File: config.mk
export PLATFORM = sky130hd
export DESIGN_NAME = pid_regulator_clamped_unit
export DESIGN_NICKNAME = d
export VERILOG_FILES = /design/src/design/prc_pkg.sv /design/src/design/prc_mul.sv /design/src/design/prc_div.sv /design/src/design/pid_regulator_clamped_unit.sv
export SDC_FILE = /design/constraint.sdc
export NUM_CORES = 2
export LEC_CHECK = 0
export BUFFER_PORTS_ARGS = -buffer_cell sky130_fd_sc_hd__buf_2
export CORE_ASPECT_RATIO = 0.75
export CORE_MARGIN = 2
export CORE_UTILIZATION = 30
export CTS_CLUSTER_SIZE = 20
export DETAILED_ROUTE_END_ITERATION = 6
export GPL_TIMING_DRIVEN = 0
export HOLD_SLACK_MARGIN = 0.02
export PLACE_DENSITY = 0.58
export SYNTH_ARGS = -nofsm -noshare
export SYNTH_HDL_FRONTEND = slang
export SYNTH_SLANG_ARGS = --single-unit
File: constraint.sdc
create_clock -name clk -period 10.7 [get_ports clk]
set_input_delay 2.14 -clock clk [delete_from_list [all_inputs] [get_ports clk]]
set_output_delay 2.14 -clock clk [all_outputs]
set_load 0.01 [all_outputs]
File: src/design/prc_pkg.sv
// ----------------------------------------------------------------------------
// prc_pkg: shared definitions for the clamped pid regulator
// Widths of the fixed-point datapath, register indexes and the control
// type of the shared multiplier.
// ----------------------------------------------------------------------------
package prc_pkg;

  localparam int DATA_WIDTH = 24;
  localparam int ERR_W      = DATA_WIDTH + 1;
  localparam int DIFF_W     = DATA_WIDTH + 2;
  localparam int DT_W       = 16;
  localparam int GAIN_W     = 32;
  localparam int INTEG_W    = 56;
  localparam int QUOT_W     = DIFF_W + DT_W;
  localparam int DERIV_W    = QUOT_W + 1;
  localparam int DIV_CNT_W  = $clog2(QUOT_W);

  localparam int TERM_LIMIT_LOG = 40;
  localparam int EDT_W          = DATA_WIDTH + DT_W + 1;
  localparam int TERM_W         = (EDT_W > TERM_LIMIT_LOG + 2) ? EDT_W : TERM_LIMIT_LOG + 2;
  localparam logic [TERM_W-2:0] TERM_MAG_LIMIT = (TERM_W-1)'(1) << TERM_LIMIT_LOG;

  localparam int MUL_W    = 32;
  localparam int MB_HI_W  = INTEG_W - MUL_W;
  localparam int PROD_W   = GAIN_W + INTEG_W;
  localparam int SHIFT_PD = 16;
  localparam int SHIFT_I  = 32;

  localparam int SUM_W       = TERM_W + 2;
  localparam int DRIVE_W     = 17;
  localparam int DRIVE_LIMIT = 255 * 256;

  localparam int CFG_INDEX_W = 2;
  localparam logic [CFG_INDEX_W-1:0] REG_GAIN_P = 2'd0;
  localparam logic [CFG_INDEX_W-1:0] REG_GAIN_I = 2'd1;
  localparam logic [CFG_INDEX_W-1:0] REG_GAIN_D = 2'd2;

  typedef enum logic [1:0] {
    SHIFT_NONE = 2'd0,
    SHIFT_16   = 2'd1,
    SHIFT_32   = 2'd2
  } shift_t;

  typedef struct packed {
    logic   start;
    shift_t shift;
  } mul_ctrl_t;

endpackage

File: src/design/prc_mul.sv
// ----------------------------------------------------------------------------
// prc_mul: shared sign-magnitude multiplier
// One 32x32 multiplier used twice per product (low and high chunk of b),
// then a shift to q.8 (or none); a shifted magnitude saturates to 2^40.
// ----------------------------------------------------------------------------
module prc_mul (
  input  logic                               clk,
  input  logic                               rst,
  input  prc_pkg::mul_ctrl_t                 ctrl,
  input  logic signed [prc_pkg::GAIN_W-1:0]  a,
  input  logic signed [prc_pkg::INTEG_W-1:0] b,
  output logic                               done,
  output logic signed [prc_pkg::TERM_W-1:0]  term
);
  import prc_pkg::*;

  typedef enum logic [3:0] {
    M_IDLE = 4'b0001,
    M_LO   = 4'b0010,
    M_HI   = 4'b0100,
    M_OUT  = 4'b1000
  } mstate_t;

  mstate_t             state;
  logic [GAIN_W-1:0]   ma;
  logic [INTEG_W-1:0]  mb;
  logic                neg;
  shift_t              shift_sel;
  logic [PROD_W-1:0]   acc;
  logic [MUL_W-1:0]    chunk;
  logic [2*MUL_W-1:0]  prod;
  logic [PROD_W-1:0]   shifted;
  logic                sat;
  logic [TERM_W-2:0]   mag;

  always_comb begin
    chunk = (state == M_HI) ? MUL_W'(mb[INTEG_W-1:MUL_W]) : mb[MUL_W-1:0];
    prod  = ma * chunk;
    case (shift_sel)
      SHIFT_16: shifted = acc >> SHIFT_PD;
      SHIFT_32: shifted = acc >> SHIFT_I;
      default:  shifted = acc;
    endcase
    sat = (shift_sel != SHIFT_NONE) &&
          ((|shifted[PROD_W-1:TERM_LIMIT_LOG+1]) ||
           (shifted[TERM_LIMIT_LOG] && (|shifted[TERM_LIMIT_LOG-1:0])));
    mag = sat ? TERM_MAG_LIMIT : shifted[TERM_W-2:0];
  end

  always_ff @(posedge clk) begin
    if (rst) begin
      state <= M_IDLE;
      done  <= 1'b0;
    end else begin
      done <= 1'b0;
      unique case (state)
        M_IDLE: begin
          if (ctrl.start) begin
            ma        <= unsigned'(a[GAIN_W-1] ? -a : a);
            mb        <= unsigned'(b[INTEG_W-1] ? -b : b);
            neg       <= a[GAIN_W-1] ^ b[INTEG_W-1];
            shift_sel <= ctrl.shift;
            state     <= M_LO;
          end
        end
        M_LO: begin
          acc   <= PROD_W'(prod);
          state <= M_HI;
        end
        M_HI: begin
          acc   <= acc + {prod[PROD_W-MUL_W-1:0], MUL_W'(0)};
          state <= M_OUT;
        end
        M_OUT: begin
          term  <= neg ? TERM_W'(-signed'({1'b0, mag})) : signed'({1'b0, mag});
          done  <= 1'b1;
          state <= M_IDLE;
        end
        default: state <= M_IDLE;
      endcase
    end
  end

endmodule

File: src/design/prc_div.sv
// ----------------------------------------------------------------------------
// prc_div: serial restoring divider for the derivative term
// Gives (numer * 2^16) / denom truncated toward zero, one quotient bit a
// cycle; a zero divisor gives zero.
// ----------------------------------------------------------------------------
module prc_div (
  input  logic                               clk,
  input  logic                               rst,
  input  logic                               start,
  input  logic signed [prc_pkg::DIFF_W-1:0]  numer,
  input  logic        [prc_pkg::DT_W-1:0]    denom,
  output logic                               done,
  output logic signed [prc_pkg::DERIV_W-1:0] quotient
);
  import prc_pkg::*;

  typedef enum logic [2:0] {
    D_IDLE = 3'b001,
    D_RUN  = 3'b010,
    D_OUT  = 3'b100
  } dstate_t;

  dstate_t              state;
  logic [QUOT_W-1:0]    work;
  logic [DT_W-1:0]      rem;
  logic [DIV_CNT_W-1:0] count;
  logic                 neg;
  logic [DT_W:0]        trial;
  logic                 fits;

  always_comb begin
    trial = {rem, work[QUOT_W-1]};
    fits  = trial >= {1'b0, denom};
  end

  always_ff @(posedge clk) begin
    if (rst) begin
      state <= D_IDLE;
      done  <= 1'b0;
    end else begin
      done <= 1'b0;
      unique case (state)
        D_IDLE: begin
          if (start) begin
            work  <= {unsigned'(numer[DIFF_W-1] ? -numer : numer), DT_W'(0)};
            rem   <= '0;
            count <= '0;
            neg   <= numer[DIFF_W-1];
            state <= D_RUN;
          end
        end
        D_RUN: begin
          rem   <= fits ? DT_W'(trial - {1'b0, denom}) : trial[DT_W-1:0];
          work  <= {work[QUOT_W-2:0], fits};
          count <= count + 1'b1;
          if (count == DIV_CNT_W'(QUOT_W - 1)) begin
            state <= D_OUT;
          end
        end
        D_OUT: begin
          if (denom == '0) begin
            quotient <= '0;
          end else begin
            quotient <= neg ? DERIV_W'(-signed'({1'b0, work})) : signed'({1'b0, work});
          end
          done  <= 1'b1;
          state <= D_IDLE;
        end
        default: state <= D_IDLE;
      endcase
    end
  end

endmodule

File: src/design/pid_regulator_clamped_unit.sv
// ----------------------------------------------------------------------------
// pid_regulator_clamped_unit: fixed-point pid controller, output clamped
// Error, saturating integral of error*dt, derivative by dt, and the sum
// kp*e + ki*i + kd*d clamped to +-255 in q.8.
// ----------------------------------------------------------------------------
// Each request goes from acceptance to a loaded result through the serial
// divider that forms the derivative (one quotient bit a cycle over
// DATA_WIDTH+18 bits) and four passes through the one shared 32x32
// multiplier (error*dt, kp*e, ki*i, kd*d), each pass using it on two
// chunks. in_stall is high while a request is in work and while a finished
// result cannot enter the output register; the output register holds a
// result until it is taken, and the next request may be accepted
// meanwhile. Gains are to be written by the user only while the block is
// idle; the block itself does not enforce this. cfg_ready is always high.
// ----------------------------------------------------------------------------
module pid_regulator_clamped_unit (
  input  logic                                   clk,
  input  logic                                   rst,
  input  logic                                   in_valid,
  output logic                                   in_stall,
  input  logic signed [prc_pkg::DATA_WIDTH-1:0]  target_value,
  input  logic signed [prc_pkg::DATA_WIDTH-1:0]  measured_value,
  input  logic        [prc_pkg::DT_W-1:0]        time_step,
  input  logic                                   restart,
  output logic                                   out_valid,
  input  logic                                   out_stall,
  output logic signed [prc_pkg::DRIVE_W-1:0]     drive_value,
  output logic                                   clamped,
  input  logic                                   cfg_valid,
  output logic                                   cfg_ready,
  input  logic        [prc_pkg::CFG_INDEX_W-1:0] cfg_index,
  input  logic        [prc_pkg::GAIN_W-1:0]      cfg_data
);
  import prc_pkg::*;

  typedef enum logic [7:0] {
    S_IDLE  = 8'b0000_0001,
    S_PREP  = 8'b0000_0010,
    S_EDT   = 8'b0000_0100,
    S_DIV   = 8'b0000_1000,
    S_KP    = 8'b0001_0000,
    S_KI    = 8'b0010_0000,
    S_KD    = 8'b0100_0000,
    S_CLAMP = 8'b1000_0000
  } state_t;

  state_t                     state;
  logic signed [GAIN_W-1:0]   gain_p;
  logic signed [GAIN_W-1:0]   gain_i;
  logic signed [GAIN_W-1:0]   gain_d;
  logic signed [INTEG_W-1:0]  integral_sum;
  logic signed [ERR_W-1:0]    previous_error;
  logic signed [ERR_W-1:0]    err;
  logic signed [DIFF_W-1:0]   diff;
  logic        [DT_W-1:0]     dt;
  logic signed [SUM_W-1:0]    sum_acc;

  logic                       accept;
  logic                       load_out;
  logic signed [ERR_W-1:0]    err_in;
  logic signed [DIFF_W-1:0]   diff_in;
  mul_ctrl_t                  mul_ctrl;
  logic signed [GAIN_W-1:0]   mul_a;
  logic signed [INTEG_W-1:0]  mul_b;
  logic                       mul_done;
  logic signed [TERM_W-1:0]   mul_term;
  logic                       div_start;
  logic                       div_done;
  logic signed [DERIV_W-1:0]  deriv;
  logic signed [INTEG_W:0]    integ_wide;
  logic signed [INTEG_W-1:0]  integral_sum_next;
  logic signed [SUM_W-1:0]    sum_next;
  logic                       over;
  logic                       under;
  logic signed [DRIVE_W-1:0]  drive_next;

  assign in_stall  = (state != S_IDLE);
  assign cfg_ready = 1'b1;
  assign accept    = in_valid && !in_stall;
  assign load_out  = (state == S_CLAMP) && (!out_valid || !out_stall);

  always_comb begin
    err_in  = {target_value[DATA_WIDTH-1], target_value} -
              {measured_value[DATA_WIDTH-1], measured_value};
    diff_in = {err_in[ERR_W-1], err_in} -
              (restart ? DIFF_W'(0) : {previous_error[ERR_W-1], previous_error});

    mul_ctrl.start = (state == S_PREP) || ((state == S_DIV) && div_done) ||
                     (((state == S_KP) || (state == S_KI)) && mul_done);
    unique case (state)
      S_PREP: begin
        mul_a          = signed'({(GAIN_W-DT_W)'(0), dt});
        mul_b          = INTEG_W'(err);
        mul_ctrl.shift = SHIFT_NONE;
      end
      S_DIV: begin
        mul_a          = gain_p;
        mul_b          = INTEG_W'(err);
        mul_ctrl.shift = SHIFT_16;
      end
      S_KP: begin
        mul_a          = gain_i;
        mul_b          = integral_sum;
        mul_ctrl.shift = SHIFT_32;
      end
      default: begin
        mul_a          = gain_d;
        mul_b          = INTEG_W'(deriv);
        mul_ctrl.shift = SHIFT_16;
      end
    endcase
    div_start = (state == S_EDT) && mul_done;

    integ_wide = {integral_sum[INTEG_W-1], integral_sum} + (INTEG_W+1)'(mul_term);
    if (integ_wide[INTEG_W] != integ_wide[INTEG_W-1]) begin
      integral_sum_next = {integ_wide[INTEG_W], {(INTEG_W-1){~integ_wide[INTEG_W]}}};
    end else begin
      integral_sum_next = integ_wide[INTEG_W-1:0];
    end

    sum_next = sum_acc + SUM_W'(mul_term);

    over  = sum_acc > SUM_W'(DRIVE_LIMIT);
    under = sum_acc < -SUM_W'(DRIVE_LIMIT);
    if (over) begin
      drive_next = DRIVE_W'(DRIVE_LIMIT);
    end else if (under) begin
      drive_next = DRIVE_W'(-DRIVE_LIMIT);
    end else begin
      drive_next = sum_acc[DRIVE_W-1:0];
    end
  end

  prc_mul u_mul (
    .clk  (clk),
    .rst  (rst),
    .ctrl (mul_ctrl),
    .a    (mul_a),
    .b    (mul_b),
    .done (mul_done),
    .term (mul_term)
  );

  prc_div u_div (
    .clk      (clk),
    .rst      (rst),
    .start    (div_start),
    .numer    (diff),
    .denom    (dt),
    .done     (div_done),
    .quotient (deriv)
  );

  // gain registers
  always_ff @(posedge clk) begin
    if (rst) begin
      gain_p <= '0;
      gain_i <= '0;
      gain_d <= '0;
    end else if (cfg_valid && cfg_ready) begin
      unique case (cfg_index)
        REG_GAIN_P: gain_p <= signed'(cfg_data);
        REG_GAIN_I: gain_i <= signed'(cfg_data);
        REG_GAIN_D: gain_d <= signed'(cfg_data);
        default: ;
      endcase
    end
  end

  // sequencer
  always_ff @(posedge clk) begin
    if (rst) begin
      state          <= S_IDLE;
      integral_sum   <= '0;
      previous_error <= '0;
      out_valid      <= 1'b0;
    end else begin
      if (load_out) begin
        out_valid <= 1'b1;
      end else if (out_valid && !out_stall) begin
        out_valid <= 1'b0;
      end
      unique case (state)
        S_IDLE: begin
          if (accept) begin
            err            <= err_in;
            diff           <= diff_in;
            dt             <= time_step;
            previous_error <= err_in;
            if (restart) begin
              integral_sum <= '0;
            end
            state <= S_PREP;
          end
        end
        S_PREP: state <= S_EDT;
        S_EDT: begin
          if (mul_done) begin
            integral_sum <= integral_sum_next;
            state        <= S_DIV;
          end
        end
        S_DIV: begin
          if (div_done) begin
            state <= S_KP;
          end
        end
        S_KP: begin
          if (mul_done) begin
            sum_acc <= SUM_W'(mul_term);
            state   <= S_KI;
          end
        end
        S_KI: begin
          if (mul_done) begin
            sum_acc <= sum_next;
            state   <= S_KD;
          end
        end
        S_KD: begin
          if (mul_done) begin
            sum_acc <= sum_next;
            state   <= S_CLAMP;
          end
        end
        S_CLAMP: begin
          if (load_out) begin
            drive_value <= drive_next;
            clamped     <= over || under;
            state       <= S_IDLE;
          end
        end
        default: state <= S_IDLE;
      endcase
    end
  end

endmodule
==> impl_metrics.toml <==
[detailed_routing]
wl_per_cell_microns = 23.1
vias = 63612
drtIter0Drc = 7301
drt_pass1_iterations = 5
via_per_inst = 5.30
ant_nets = 0
drcViolationCount = 0
drt-total-wl_mm = 277

[worst_setup_path]
endpoint = "u_mul.acc[85]"
required_ns = 11.12
worstSetupStartpointType = "flop"
r2r_end = "u_mul.acc[85]"
cp-end-kind = "flop"
cp_common_cell = "fa_1"
arrival_ns = 11.20
critPathMaxStageDelay_ns = 0.61
critPathKind = "flop to flop"
r2r_cells = 41
reg2reg_from = "u_mul.state[3]"
cp_max_fo = 10
critPathLaunch = "u_mul.state[3]"
cp_slowest_cell = "fa_1"
r2r_slack_ns = -0.08

[sta]
slew_viol_final = 0
period_needed_ns = 10.78
clock-skew-final_ns = 0.0693
whs_ns = 0.455
period_share_pct = 101
relSlewSlack_pct = 8.69
setup_violations = 5
setup_slack_ns = -0.0826
grt_setup_unrepaired = "true"
hold_viol = 0
max_freq_mhz = 92.7
finalSetupTns_ns = -0.216
worst_pin_slew_ns = 1.37

[floorplan]
ioPinCount = 125
fp.dieArea_sq_mm = 0.252
die_y_microns = 435
core_sq_mm = 0.247
std_cell_rows = 158
start_util_pct = 30.1
fp.dieW_microns = 579

[grt]
grt_use_met2_pct = 30.3
antenna_found_initial = 30
grt_max_degree = 75
grt_use_met1_pct = 33.1
met3_usage_pct = 4.68
grt_overflow = 0
grt-busiest-layer = "met1"
first_global_vias = 61946
gr-usage-all-layers_pct = 21.6
grt_pass1_wl_mm = 408

[finish]
final_common_cell = "nand2_1"
seq_area_sq_mm = 0.0177
finalInstanceArea_sq_mm = 0.0857
final_util_pct = 34.7
final_cells = 11992
syn2layout_area_growth_pct = 15.1
layout_common_cells = "nand2_1 (1195), inv_1 (1069), fa_1 (894), a21oi_1 (499), and2_1 (459)"
multi_input_area_sq_mm = 0.0531
drive_gt1_share_pct = 9.27
fill_cells = 25182
fin_nets = 10144

[synth]
synth_cells = 8315
yosysUniqueCellTypes = 90
async_reset_ff_share_pct = 0
synth_seq_cells = 653
ys.warnings.count = 0
synth_nets = 9816
ys_top_cells_by_area = "fa_1 (24%), edfxtp_1 (18%), ha_1 (8.3%), nand2_1 (6.2%), inv_1 (5.5%)"
synth_area_leader_cell = "fa_1"
synth-seq-area-share_pct = 23.7
syn_avg_cell_area_sq_um = 8.95
synth_top_area_share_pct = 24.3
synth-edff-count = 458
ys.flop_type = "edfxtp_1"
syn-cell-area_sq_mm = 0.0744

[cts]
cts_tree = "yes"
cts_root_buffer = "clkbuf_16"
cts_buffers = 76
cts_buffer_depth = 3
htreeDepth = 3
path_clk_slew_ns = 0.06
ctsHoldBuffers = 0
cts_num_sinks = 653
insertion_delay_ns = 0.72

[outcome]
violations = "negative setup slack"
status = "finished, violations left"

[placement]
port_buffers = 123
place.gp.congestion = 1.02
dp_hpwl_mm = 226
placed_cells = 11735
dp_slack_ns = -3.47
dpl_cell_area_sq_mm = 0.0794

[job]
maxCapViolCount = 0

[power_and_ir_drop]
power_density_mw_per_mm2 = 279
leakage_nw = 37.1
total_power_mw = 23.9
peakVddDrop_mv = 0.721

[hold_path]
worstHoldPathType = "flop to flop"
-- logic make-up after synthesis --
group           share of synthesized area [%]
compound gates                           13.1
xor+xnor                                 4.98
fa+ha+maj                                32.6
buf+inv                                  7.73
flops                                    23.7
mux                                     0.341
other cells                           0.00504
simple gates                             17.5
-- synthesized netlist by cell type, types with 48 or more instances --
library cell and count:
nor2_1 375, xor2_1 197, nand2b_1 69, dfxtp_1 195
a21oi_1 523, o21ai_0 390, fa_1 902, o21bai_1 55
and3_1 141, edfxtp_1 458, ha_1 495, nand3_1 82
a22oi_1 52, xnor2_1 224, nand4_1 60, clkbuf_1 396
and2_1 465, nor3_1 64, a21o_1 144, a22o_1 48
nand2_1 1236, inv_1 1087
-- state kept, by name, summed over array words and instances (netlist names), 4 cells and up --
signal and count:
u_mul.ma 32, state 8, gain_d 32, dt 16, u_mul.state 4, gain_p 32, integral_sum 56, u_mul.term 42
u_mul.acc 88, u_div.quotient 43, drive_value 17, diff 26, previous_error 25, err 25, u_mul.mb 56, gain_i 32
u_div.count 6, u_div.work 42, u_div.rem 16, sum_acc 44
-- final cells by class --
class | instances | area share, %
clock buffers | 96 | 2.35
multi-input cells | 6138 | 62.0
clock inverters | 42 | 0.535
well taps | 3280 | 4.79
diodes | 9 | 0.0263
plain buffers | 421 | 2.59
repair buffers | 265 | 2.33
inverters | 1088 | 4.77
flip-flops and latches | 653 | 20.6
-- worst min-delay path by stage --
stage / startpoint / to / slack [ns] / depth (start not counted)
3_5_place_dp: gain_d[3] / gain_d[3] / 0.45 / 2
3_3_place_gp: gain_d[3] / gain_d[3] / 0.44 / 2
5_1_grt: gain_p[10] / gain_p[10] / 0.47 / 2
2_1_floorplan: u_div.state[0] / u_div.done / 0.43 / 1
4_1_cts: gain_p[26] / gain_p[26] / 0.46 / 2
6_report: gain_p[10] / gain_p[10] / 0.45 / 2
-- worst max-delay path, delay by kind of cell, from the launching register on --
kind	cells	cell delay, ns
adders and majority gates	10	4.76
AOI/OAI and AO/OA	10	1.74
buffers and inverters	9	1.14
xor gates and xnor gates	2	0.47
and+or+nand+nor	10	2.04
DFF	1	0.36
-- layer usage --
metal  vias to the layer above  share of wire (%)
li1                      28099                  -
met4                        14                2.6
met1                     32160                 46
met5                         -              0.035
met3                       350                 11
met2                      2989                 41
-- power breakdown --
part           leakage, nW  internal (mW)  switching, mW
Sequential            5.79           2.96         0.0418
Combinational         30.1           7.89           10.4
Clock                 1.19           1.46           1.18
-- repair_timing --
action | in CTS | in global routing
pin swaps | 135 | 127
cloned | 1 | 0
hold endpoints to repair | 0 | 0
buffers inserted | 81 | 43
setup endpoints to repair | 61 | 27
resized for setup | 448 | 186
Power figures use the tool's default switching activity.
